**config.mk**
```make
export PLATFORM = sky130hd
export DESIGN_NAME = mvc_ctrl
export DESIGN_NICKNAME = d
export VERILOG_FILES = /design/src/rtl/core/mvc_pkg.sv /design/src/rtl/core/mvc_ctrl.sv
export SDC_FILE = /design/constraint.sdc
export NUM_CORES = 1
export LEC_CHECK = 0
export ABC_AREA = 1
export BUFFER_PORTS_ARGS = -buffer_cell sky130_fd_sc_hd__buf_2
export CORE_AREA = 3 3 40 42
export CTS_CLUSTER_SIZE = 24
export DETAILED_ROUTE_END_ITERATION = 8
export DIE_AREA = 0 0 43 45
export MAX_ROUTING_LAYER = met4
export PLACE_DENSITY = 0.76
export SYNTH_ARGS = -nofsm -noshare
export SYNTH_HDL_FRONTEND = slang
export SYNTH_SLANG_ARGS = --single-unit
```
**constraint.sdc**
```tcl
create_clock -name i_clk -period 3.6 [get_ports i_clk]
set_clock_uncertainty 0.05 [all_clocks]
set_input_delay 0.36 -clock i_clk [delete_from_list [all_inputs] [get_ports i_clk]]
set_output_delay 0.36 -clock i_clk [all_outputs]
set_load 0.005 [all_outputs]
```
**src/rtl/core/mvc_pkg.sv**
```systemverilog
package mvc_pkg;

    // Coordinate and accumulator geometry
    localparam int COORD_BITS = 16;
    localparam int ACC_W      = 64;
    localparam int S_W        = COORD_BITS + 2;        // a+b+c
    localparam int K_W        = 2 * COORD_BITS + 1;    // cross product term, also scaled triple
    localparam int T_W        = 3 * COORD_BITS + 1;    // triple product
    localparam int P_W        = K_W + S_W;             // multiplier lane product

    // Centroid long division: quotient bits and the shift split of the dividend
    localparam int Q_W        = COORD_BITS + 1;
    localparam int FRAC_STEPS = COORD_BITS - 2;
    localparam int PRE_SH     = Q_W - FRAC_STEPS;

    // Volume: six times the volume divided by six, VOL_STEP_BITS bits per step
    localparam int VOL_DIV       = 6;
    localparam int VOL_REM_W     = $clog2(VOL_DIV);
    localparam int VOL_STEP_BITS = 4;
    localparam int VOL_STEPS     = ACC_W / VOL_STEP_BITS;

    localparam int DIV_CYCLES = (Q_W > VOL_STEPS) ? Q_W : VOL_STEPS;
    localparam int CNT_W      = $clog2(DIV_CYCLES + 1);

    typedef logic signed [COORD_BITS-1:0] t_coord;
    typedef logic signed [S_W-1:0]        t_s;
    typedef logic signed [K_W-1:0]        t_k;
    typedef logic signed [T_W-1:0]        t_t;
    typedef logic signed [P_W-1:0]        t_p;
    typedef logic signed [ACC_W-1:0]      t_acc;
    typedef logic        [ACC_W-1:0]      t_uacc;
    typedef logic        [Q_W-1:0]        t_q;
    typedef logic        [CNT_W-1:0]      t_cnt;
    typedef logic        [VOL_REM_W-1:0]  t_vrem;
    typedef logic        [VOL_REM_W:0]    t_vrem4;

    localparam t_acc   ACC_MAX     = {1'b0, {(ACC_W-1){1'b1}}};
    localparam t_acc   ACC_MIN     = {1'b1, {(ACC_W-1){1'b0}}};
    localparam t_q     CEN_POS_LIM = t_q'((1 << (COORD_BITS - 1)) - 1);
    localparam t_q     CEN_NEG_LIM = t_q'(1 << (COORD_BITS - 1));
    localparam t_vrem4 VOL_DIV_W   = t_vrem4'(VOL_DIV);

    typedef enum logic [1:0] {
        ST_OK   = 2'd0,
        ST_ZERO = 2'd1,
        ST_OVF  = 2'd2
    } t_status;

    typedef enum logic [3:0] {
        OP_NONE,
        OP_CROSS2,
        OP_TRIPLE,
        OP_SUM,
        OP_SCALE,
        OP_WEIGHT,
        OP_ACCUM,
        OP_DIV_PREP,
        OP_DIV_LOAD,
        OP_DIV_STEP,
        OP_FINISH
    } t_op;

    // Controller to datapath
    typedef struct packed {
        t_op  op;
        logic load;      // take a triangle and start the first cross products
        logic cen_en;    // centroid lanes step this cycle
        logic vol_en;    // volume lane steps this cycle
    } t_cmd;

    // Datapath to controller
    typedef struct packed {
        logic last;
        logic out_free;
    } t_stat;

    // Datapath to divider unit
    typedef struct packed {
        logic load;
        logic cen_step;
        logic vol_step;
    } t_div_cmd;

    typedef struct packed {
        t_coord a_x;
        t_coord a_y;
        t_coord a_z;
        t_coord b_x;
        t_coord b_y;
        t_coord b_z;
        t_coord c_x;
        t_coord c_y;
        t_coord c_z;
        logic   last_triangle;
    } t_tri;

    typedef struct packed {
        t_coord  center_x;
        t_coord  center_y;
        t_coord  center_z;
        t_acc    mesh_volume;
        t_status status;
    } t_res;

    typedef struct packed {
        logic ovf;
        t_acc val;
    } t_sat;

    // Signed add that clamps to the accumulator range and flags the clamp
    function automatic t_sat sat_add(t_acc x, t_acc y);
        t_acc s;
        t_sat r;
        s     = x + y;
        r.ovf = (x[ACC_W-1] == y[ACC_W-1]) && (s[ACC_W-1] != x[ACC_W-1]);
        if (r.ovf) begin
            r.val = x[ACC_W-1] ? ACC_MIN : ACC_MAX;
        end else begin
            r.val = s;
        end
        return r;
    endfunction

endpackage

```
**src/rtl/core/mvc_ctrl.sv**
```systemverilog
module mvc_ctrl (
    input  logic            i_clk,
    input  logic            i_rst_n,
    input  logic            i_in_valid,
    input  mvc_pkg::t_stat  i_stat,
    output logic            o_in_ready,
    output mvc_pkg::t_cmd   o_cmd
);

    typedef enum logic [3:0] {
        S_IDLE,
        S_CROSS2,
        S_TRIPLE,
        S_SUM,
        S_SCALE,
        S_WEIGHT,
        S_ACCUM,
        S_PREP,
        S_LOAD,
        S_DIVIDE,
        S_FINISH
    } t_state;

    t_state        r_state;
    t_state        n_state;
    mvc_pkg::t_cnt r_cnt;
    mvc_pkg::t_cnt n_cnt;

    // Sequencing of one triangle, then the divide on the last one
    always_comb begin
        n_state       = r_state;
        n_cnt         = r_cnt;
        o_in_ready    = 1'b0;
        o_cmd.op      = mvc_pkg::OP_NONE;
        o_cmd.load    = 1'b0;
        o_cmd.cen_en  = 1'b0;
        o_cmd.vol_en  = 1'b0;
        case (r_state)
            S_IDLE: begin
                o_in_ready = 1'b1;
                if (i_in_valid) begin
                    o_cmd.load = 1'b1;
                    n_state    = S_CROSS2;
                end
            end
            S_CROSS2: begin
                o_cmd.op = mvc_pkg::OP_CROSS2;
                n_state  = S_TRIPLE;
            end
            S_TRIPLE: begin
                o_cmd.op = mvc_pkg::OP_TRIPLE;
                n_state  = S_SUM;
            end
            S_SUM: begin
                o_cmd.op = mvc_pkg::OP_SUM;
                n_state  = S_SCALE;
            end
            S_SCALE: begin
                o_cmd.op = mvc_pkg::OP_SCALE;
                n_state  = S_WEIGHT;
            end
            S_WEIGHT: begin
                o_cmd.op = mvc_pkg::OP_WEIGHT;
                n_state  = S_ACCUM;
            end
            S_ACCUM: begin
                // the adders finish this triangle while the next one enters
                o_cmd.op = mvc_pkg::OP_ACCUM;
                if (i_stat.last) begin
                    n_state = S_PREP;
                end else begin
                    o_in_ready = 1'b1;
                    if (i_in_valid) begin
                        o_cmd.load = 1'b1;
                        n_state    = S_CROSS2;
                    end else begin
                        n_state = S_IDLE;
                    end
                end
            end
            S_PREP: begin
                o_cmd.op = mvc_pkg::OP_DIV_PREP;
                n_state  = S_LOAD;
            end
            S_LOAD: begin
                o_cmd.op = mvc_pkg::OP_DIV_LOAD;
                n_cnt    = '0;
                n_state  = S_DIVIDE;
            end
            S_DIVIDE: begin
                o_cmd.op     = mvc_pkg::OP_DIV_STEP;
                o_cmd.cen_en = r_cnt < mvc_pkg::t_cnt'(mvc_pkg::Q_W);
                o_cmd.vol_en = r_cnt < mvc_pkg::t_cnt'(mvc_pkg::VOL_STEPS);
                n_cnt        = r_cnt + mvc_pkg::t_cnt'(1);
                if (r_cnt == mvc_pkg::t_cnt'(mvc_pkg::DIV_CYCLES - 1)) begin
                    n_state = S_FINISH;
                end
            end
            S_FINISH: begin
                if (i_stat.out_free) begin
                    o_cmd.op = mvc_pkg::OP_FINISH;
                    n_state  = S_IDLE;
                end
            end
            default: begin
                n_state = S_IDLE;
            end
        endcase
    end

    always_ff @(posedge i_clk) begin
        if (!i_rst_n) begin
            r_state <= S_IDLE;
            r_cnt   <= '0;
        end else begin
            r_state <= n_state;
            r_cnt   <= n_cnt;
        end
    end

endmodule
```
Word level (Yosys, flattened, before mapping):

Index checks and enable logic that the tools add are counted.

* equality and inequality tests: 14
* bitwise gates (word level): 0
* magnitude comparators: 2
* multipliers: 0
* mux-type cells: 15
* reductions and logical operators: 3
* div/mod/pow operators: 0
* shift operators: 0
* add/sub/neg operators: 1

Operators with widths (number)
* 4-bit case mux with 11 select lines: 1
* 4-bit case mux with 10 select lines: 1
* 4-bit 2-to-1 mux: 5
* 4-bit by 3-bit equality test with 1-bit output (second input constant): 4
* 4-bit equality test (second input constant): 3
* 5-bit less-than comparator (second input constant): 2
* 5-bit case mux with 2 select lines: 1
* 4-bit by 2-bit equality test with 1-bit output (second input constant): 2
* 2-bit != test (second input constant): 3
* 5-bit by 1-bit adder with 5-bit output (second input constant): 1
* 5-bit equality test (second input constant): 1
* 4-bit by 1-bit equality test with 1-bit output (second input constant): 1
* 4-bit logical NOT: 1
* 1-bit 2-to-1 mux: 4
* 1-bit case mux with 2 select lines: 2
* 3-bit AND reduction: 1
* 2-bit 2-to-1 mux: 1
* 2-bit nonzero test: 1

* output and inout bits: 8
* bits of input ports: 5
* memories kept: 0
* bits in read-only memories: 0
* bits in registers: 9
* bits in writable memories: 0
* latch bits: 0
* logic and storage cells: 37

Logic depth before layout (Yosys ltp):

Gate-level depths: netlist of the first run.

* word-level depth: 3
* gate-level depth with buffers: 10
* depth with buffers taken out: 10

Worst setup path after synthesis of the first run:

Ideal clock, no wire load.

* kind: flip-flop to output port
* start point: reg r_state[2]
* end point: out o_cmd[2] in the netlist's numbering
* path slack: 2.187 ns
* data arrival time: 1.003 ns
* buffers on the path: 0
* required time: 3.190 ns
* cell stages (with the launch flop): 7
* cells stage by stage: dfxtp_1 inv_2 nor2_4 nand2_1 o21ai_2 inv_1 nor2_1

RTL lines
* start, declared: RTL line mvc_ctrl.sv:24 `t_state r_state;`
* start signal, assigned: RTL line mvc_ctrl.sv:116 `r_state <= n_state;`
* end, declared: RTL line mvc_ctrl.sv:7 `output mvc_pkg::t_cmd o_cmd`

==> results of run 1 <==
-- logic make-up (layout without fill, tap and decap cells) --
group	after synthesis	after routing	share of synthesized area (%)
simple gates	58	58	42.9
buf+inv	19	35	11.2
compound gates	16	16	13.6
flops	9	9	28.3
fa+ha+maj	2	2	3.94
-- placed cells by master (no fill, tap or decap), drive strengths merged --
| cell | n |
|---|---|
| clkbuf | 4 |
| o21ai | 7 |
| dfxtp | 9 |
| o22ai | 1 |
| nand3 | 12 |
| a21oi | 7 |
| buf | 12 |
| nand2 | 29 |
| nor2 | 16 |
| and2 | 1 |
| inv | 19 |
| a31oi | 1 |
| ha | 2 |
-- worst max-delay path, cell delays in order (launching register included) --
cell and delay, ns:
dfxtp_1 0.43, inv_2 0.09, nor2_2 0.19, nand2_1 0.09, o21ai_2 0.12, inv_1 0.05, nor2_1 0.07, buf_2 0.11
-- worst min path at each step --
stage                               to  depth (start not counted)  slack, ns
6_report       r_state[3]$_SDFFE_PN0P_                          3       0.30
5_1_grt        r_state[3]$_SDFFE_PN0P_                          3       0.32
4_1_cts          r_cnt[3]$_SDFFE_PN0P_                          3       0.30
3_5_place_dp     r_cnt[3]$_SDFFE_PN0P_                          2       0.45
3_3_place_gp     r_cnt[1]$_SDFFE_PN0P_                          2       0.44
2_1_floorplan    r_cnt[3]$_SDFFE_PN0P_                          2       0.42
-- registers in the layout (all words and copies together), names as in the netlist --
signal / count
r_state: 4
r_cnt: 5
-- area by class of cell --
type	instances	area (sq um)
Inverter	19	71.3
Sequential cell	9	180
Tap cell	15	18.8
Clock buffer	4	26.3
Timing Repair Buffer	12	60.1
Multi-Input combinational cell	76	384
Fill cell	135	544
-- metrics by stage --
stage,power [mW],cell area [sq um],hold WS (ns)
global route,0.542,741,0.325
finish,0.491,741,0.296
detailed placement,0.412,714,0.446
global placement,0.406,714,0.442
floorplan,0.334,636,0.417
CTS,0.492,741,0.300
-- power by group through the flow --
stage | clock network, mW | registers, mW | logic, mW
after floorplan | 0 | 0.149 | 0.185
after global placement | 0 | 0.154 | 0.251
after detailed placement | 0 | 0.157 | 0.255
after CTS | 0.0809 | 0.154 | 0.256
after global routing | 0.0867 | 0.160 | 0.295
final | 0.0816 | 0.156 | 0.253
-- routing by layer --
layer  routed length (microns)  global-route usage, %  share of wire (%)
met5                         0                      -                  0
met4                        17                   7.23                1.2
met3                       103                   3.98                7.4
met2                       636                   27.8                 46
met1                       629                   21.2                 45
==> flow_summary.yaml, run 1 <==
outcome:
  status: "completed"
logic_synthesis:
  synth_area_leader_cell: "dfxtp_1"
  synth_fp_nets: 111
  synth_cell_types: 18
  ys_warn_count: 0
  synth_common_cells: "27 x nand2_1, 17 x inv_1, 11 x nand3_1, 11 x nor2_1, 9 x dfxtp_1"
  yosysMostFrequentCell: "nand2_1"
  ys_ff_latch: 9
  netlist_area_sq_um: 636
  syn_inst: 104
  synth-edff-count: 0
  yosys.area.top_type_share_pct: 28.3
  synthArstFlopShare_pct: 0
  avgSynthCellArea_sq_um: 6.11
  synthTopCellsByArea: "dfxtp_1 28%, nand2_1 16%, inv_1 10%"
  yosysSeqAreaShare_pct: 28.3
  ys.flop_type: "dfxtp_1"
sta:
  fin_crit_sh_pct: 51.2
  fin_ws_ns: 1.76
  drv_slew: 0
  setup_viol: 0
  hold_viol_final: 0
  fmax_ghz: 0.543
  rsz0062_at_grt: "no"
  slew-limit-headroom_pct: 81.1
  worst_pin_slew_ns: 0.280
  setup_tns_ns: 0
  fin_crit_ns: 1.84
global_route:
  antenna_found_initial: 0
  grt_max_degree: 9
  grt_pass1_wl_microns: 2480
  grt_pass1_vias: 619
  track_usage_pct: 17.4
  gr-total-overflow: 0
critical_path:
  reg2reg_depth: 7
  critPathLaunchType: "register"
  critPathCaptureType: "primary output"
  r2r-end: "r_state[0]$_SDFFE_PN0P_"
  cp_max_fo: 7
  reg2reg_from: "r_state[3]$_SDFFE_PN0P_"
  crit_required_ns: 3.19
  path_class: "reg -> out"
  endpoint: "o_cmd[2]"
  cp.arrival_ns: 1.43
  startpoint: "r_state[1]$_SDFFE_PN0P_"
  r2r_slack_ns: 2.23
clock_tree:
  clk_pin_slew_ns: 0.06
  holdBufCountCts: 0
  clk_path_buf_depth: 2
  cts_resized: 0
  clock_latency_ns: 0.27
  root_buffer: "clkbuf_4"
  numCtsBuffers: 3
  post_cts_buffers: 0
  htreeDepth: 1
  tritoncts: "yes"
  cts_num_sinks: 9
routing:
  num_vias: 687
  drtAntennaViolNets: 0
  drc: 0
  drt_first_iter_violations: 26
  dr.pass1.iters: 4
  drt-wirelength-per-cell_microns: 10.3
  viasPerCell: 5.09
  wirelength_microns: 1390
placed_design:
  place.gp.congestion: 0.799
  dp_hpwl_microns: 1110
  dp_worst_setup_slack_ns: 2.05
  placed_cells: 131
  io_buffers: 12
job:
  max_cap_violations: 0
floorplanning:
  row_count: 13
  die_x_microns: 43
  initial_core_util_pct: 49.5
  pin_count: 13
  die_area_sq_um: 1940
  die_h_microns: 45
  core_sq_um: 1280
cells_and_area:
  utilization_pct: 57.6
  final_nets: 128
  diodes: 0
  final_cells: 135
  drive_above_1_share_pct: 21.7
  syn2layout_area_growth_pct: 16.5
power_and_ir_drop:
  p_switching_mw: 0.228
  seqPwrFrac_pct: 31.7
  p_comb_share_pct: 51.7
  max-vdd-ir-drop_uv: 361
  pwr-share-clk_pct: 16.6
  p_leak_nw: 0.396
  p_int_mw: 0.263
  power_density_nw_per_um2: 662
  netSwitchingFraction_pct: 46.4
worst_hold_path:
  hp-class: "in -> reg"
  hold_path.startpoint: "i_rst_n"
(Power assumes the default switching activity.)
==> inputs of run 2 (changes only) <==
ABC_AREA = 0   (was 1)
PLACE_DENSITY = 0.74   (was 0.76)
clock period = 1.8 ns   (was 3.6 ns; I/O delays follow)
==> run 2 against run 1 <==
Net effect: sequential cell count is the same; count of clock-buffer cells in the layout did not move; synthesized cell count decreased by 22%; area after synthesis shrank 3.3%; combinational power is 71% lower; worst setup slack worse by 1.6 ns; critical path type unchanged; critical endpoint unchanged; wire length fell by 12%; largest power group is now registers; via count shrank 17%.
==> flow_summary.yaml, run 2 <==
critical_path:
  r2r_slack_ns: 0.34
  path_class: "reg -> out"
  cp.arrival_ns: 1.43
  reg2reg_from: "r_state[3]$_SDFFE_PN0P_"
  cp_max_fo: 11
  reg2reg_depth: 4
  critPathLaunchType: "register"
  critPathCaptureType: "primary output"
  r2r-end: "r_cnt[2]$_SDFFE_PN0P_"
  crit_required_ns: 1.57
routing:
  drtAntennaViolNets: 0
  wirelength_microns: 1220
  viasPerCell: 5.32
  drt-wirelength-per-cell_microns: 11.4
  drt_first_iter_violations: 4
  num_vias: 569
  drc: 0
  dr.pass1.iters: 4
worst_hold_path:
  hold-path-endpoint: "r_cnt[4]$_SDFFE_PN0P_"
  hold_path.startpoint: "i_rst_n"
  hp-class: "in -> reg"
  holdPathStages: 2
sta:
  fin_crit_sh_pct: 92.1
  setup_tns_ns: 0
  setup_viol: 0
  hold_slack_ns: 0.174
  hold_viol_final: 0
  fin_crit_ns: 1.66
  worst_pin_slew_ns: 0.370
  rsz0062_at_grt: "no"
  drv_slew: 0
  slew-limit-headroom_pct: 75.3
  fmax_ghz: 0.603
cells_and_area:
  top_register: "r_cnt"
  final_nets: 100
  top_regs: "r_cnt (5), r_state (4)"
  drive_above_1_share_pct: 21.7
  largest_reg_flops: 5
  diodes: 0
  syn2layout_area_growth_pct: 13.8
  utilization_pct: 54.4
  most-common-layout-cells: "12 x buf_2, 8 x nand3_1, 8 x dfxtp_1, 6 x nor2b_1, 6 x a21oi_1"
  final_common_cell: "buf_2"
floorplanning:
  core_sq_um: 1280
  die_x_microns: 43
  pin_count: 13
  die_h_microns: 45
  die_area_sq_um: 1940
  initial_core_util_pct: 47.8
  row_count: 13
placed_design:
  place.gp.congestion: 0.789
  dp_hpwl_microns: 925
  io_buffers: 12
logic_synthesis:
  yosysMostFrequentCell: "dfxtp_1"
  avgSynthCellArea_sq_um: 7.58
  ys_warn_count: 0
  yosysSeqAreaShare_pct: 29.3
  netlist_area_sq_um: 614
  synth_fp_nets: 88
  synth-xor-area-share_pct: 0
  synth-adder-area-share_pct: 4.07
  ys.flop_type: "dfxtp_1"
  synth-simple-area-share_pct: 34.8
  synthTopCellsByArea: "dfxtp_1 29%, nand3_1 6.5%, nor2b_1 6.1%"
  ys_ff_latch: 9
  synth_area_leader_cell: "dfxtp_1"
  synth_cell_types: 29
  syn_inst: 81
  synth-edff-count: 0
  synthMuxAreaShare_pct: 1.63
  synth_common_cells: "9 x dfxtp_1, 8 x nand3_1, 6 x a21oi_1, 6 x nor2b_1"
  synth_compound_area_share_pct: 21.6
  synth_top_family_by_area: "simple AND/OR/NAND/NOR gates"
  yosys.area.top_type_share_pct: 29.3
  synthArstFlopShare_pct: 0
clock_tree:
  clock_latency_ns: 0.26
  numCtsBuffers: 3
  cts_num_sinks: 9
  root_buffer: "clkbuf_4"
  clk_pin_slew_ns: 0.06
  htreeDepth: 1
  tritoncts: "yes"
  clk_path_buf_depth: 2
  post_cts_buffers: 0
power_and_ir_drop:
  p_leak_nw: 0.301
  power_density_nw_per_um2: 633
  max-vdd-ir-drop_uv: 339
global_route:
  antenna_found_initial: 0
  grt_max_degree: 13
  gr-total-overflow: 0
  grt_pass1_wl_microns: 2000
  grt_pass1_vias: 468
  track_usage_pct: 13.9
job:
  max_cap_violations: 0
outcome:
  status: "completed"
[run 2: cell type report]
| cell class | count | area (sq um) |
|---|---|---|
| clock buffers | 4 | 26.3 |
| flip-flops and latches | 9 | 181 |
| inverters | 5 | 18.8 |
| multi-input cells | 61 | 387 |
| fillers | 131 | 586 |
| well taps | 15 | 18.8 |
| repair buffers | 13 | 67.6 |
[run 2: timing repair]
item                                    CTS  global route
hold buffers                              0             0
endpoints found under the setup margin    0             3
gates resized for setup                   0             2
[run 2: per-layer routing]
layer | track usage (%) | up-vias | share of wire [%]
met4 | 5.42 | 0 | 0
li1 | - | 306 | -
met1 | 16.6 | 248 | 48
met2 | 22.5 | 15 | 45
met3 | 3.59 | 0 | 7.0
met5 | - | - | 0
[run 2: worst max-delay path by stage]
stage	startpoint	cells after the start	end
2_1_floorplan	r_state[2]$_SDFFE_PN0P_	5	r_state[0]$_SDFFE_PN0P_
5_1_grt	r_state[2]$_SDFFE_PN0P_	4	o_cmd[2]
6_report	r_state[2]$_SDFFE_PN0P_	4	o_cmd[2]
3_5_place_dp	r_state[1]$_SDFFE_PN0P_	4	r_state[0]$_SDFFE_PN0P_
4_1_cts	r_state[3]$_SDFFE_PN0P_	3	o_cmd[1]
3_3_place_gp	r_state[1]$_SDFFE_PN0P_	4	r_state[0]$_SDFFE_PN0P_
[run 2: logic make-up after synthesis]
| group | after synthesis |
|---|---|
| muxes | 1 |
| AOI/OAI and AO/OA | 21 |
| adders and majority gates | 2 |
| and+or+nand+nor | 37 |
| DFF | 9 |
| buffers and inverters | 11 |
[run 2: critical path, cell delays in order (launching register included)]
cell      delay [ns]
dfxtp_1         0.40
or2_4           0.28
a211oi_1        0.24
and2_1          0.15
buf_2           0.10
[run 2: report_power, final]
part	total [mW]	switching [mW]	internal, mW	leakage [nW]
clock network	0.153	0.0680	0.0853	0.0150
registers	0.217	0.0124	0.205	0.0733
logic	0.0723	0.0351	0.0372	0.213
[run 2: metrics by stage]
| stage | cell area [sq um] | power, mW | std cells | setup WS (ns) |
|---|---|---|---|---|
| floorplan | 614 | 0.269 | 81 | 0.405 |
| global placement | 667 | 0.292 | 103 | 0.309 |
| detailed placement | 667 | 0.292 | 103 | 0.312 |
| CTS | 693 | 0.448 | 107 | 0.0327 |
| global route | 699 | 0.470 | 107 | 0.0175 |
| finish | 699 | 0.443 | 107 | 0.142 |
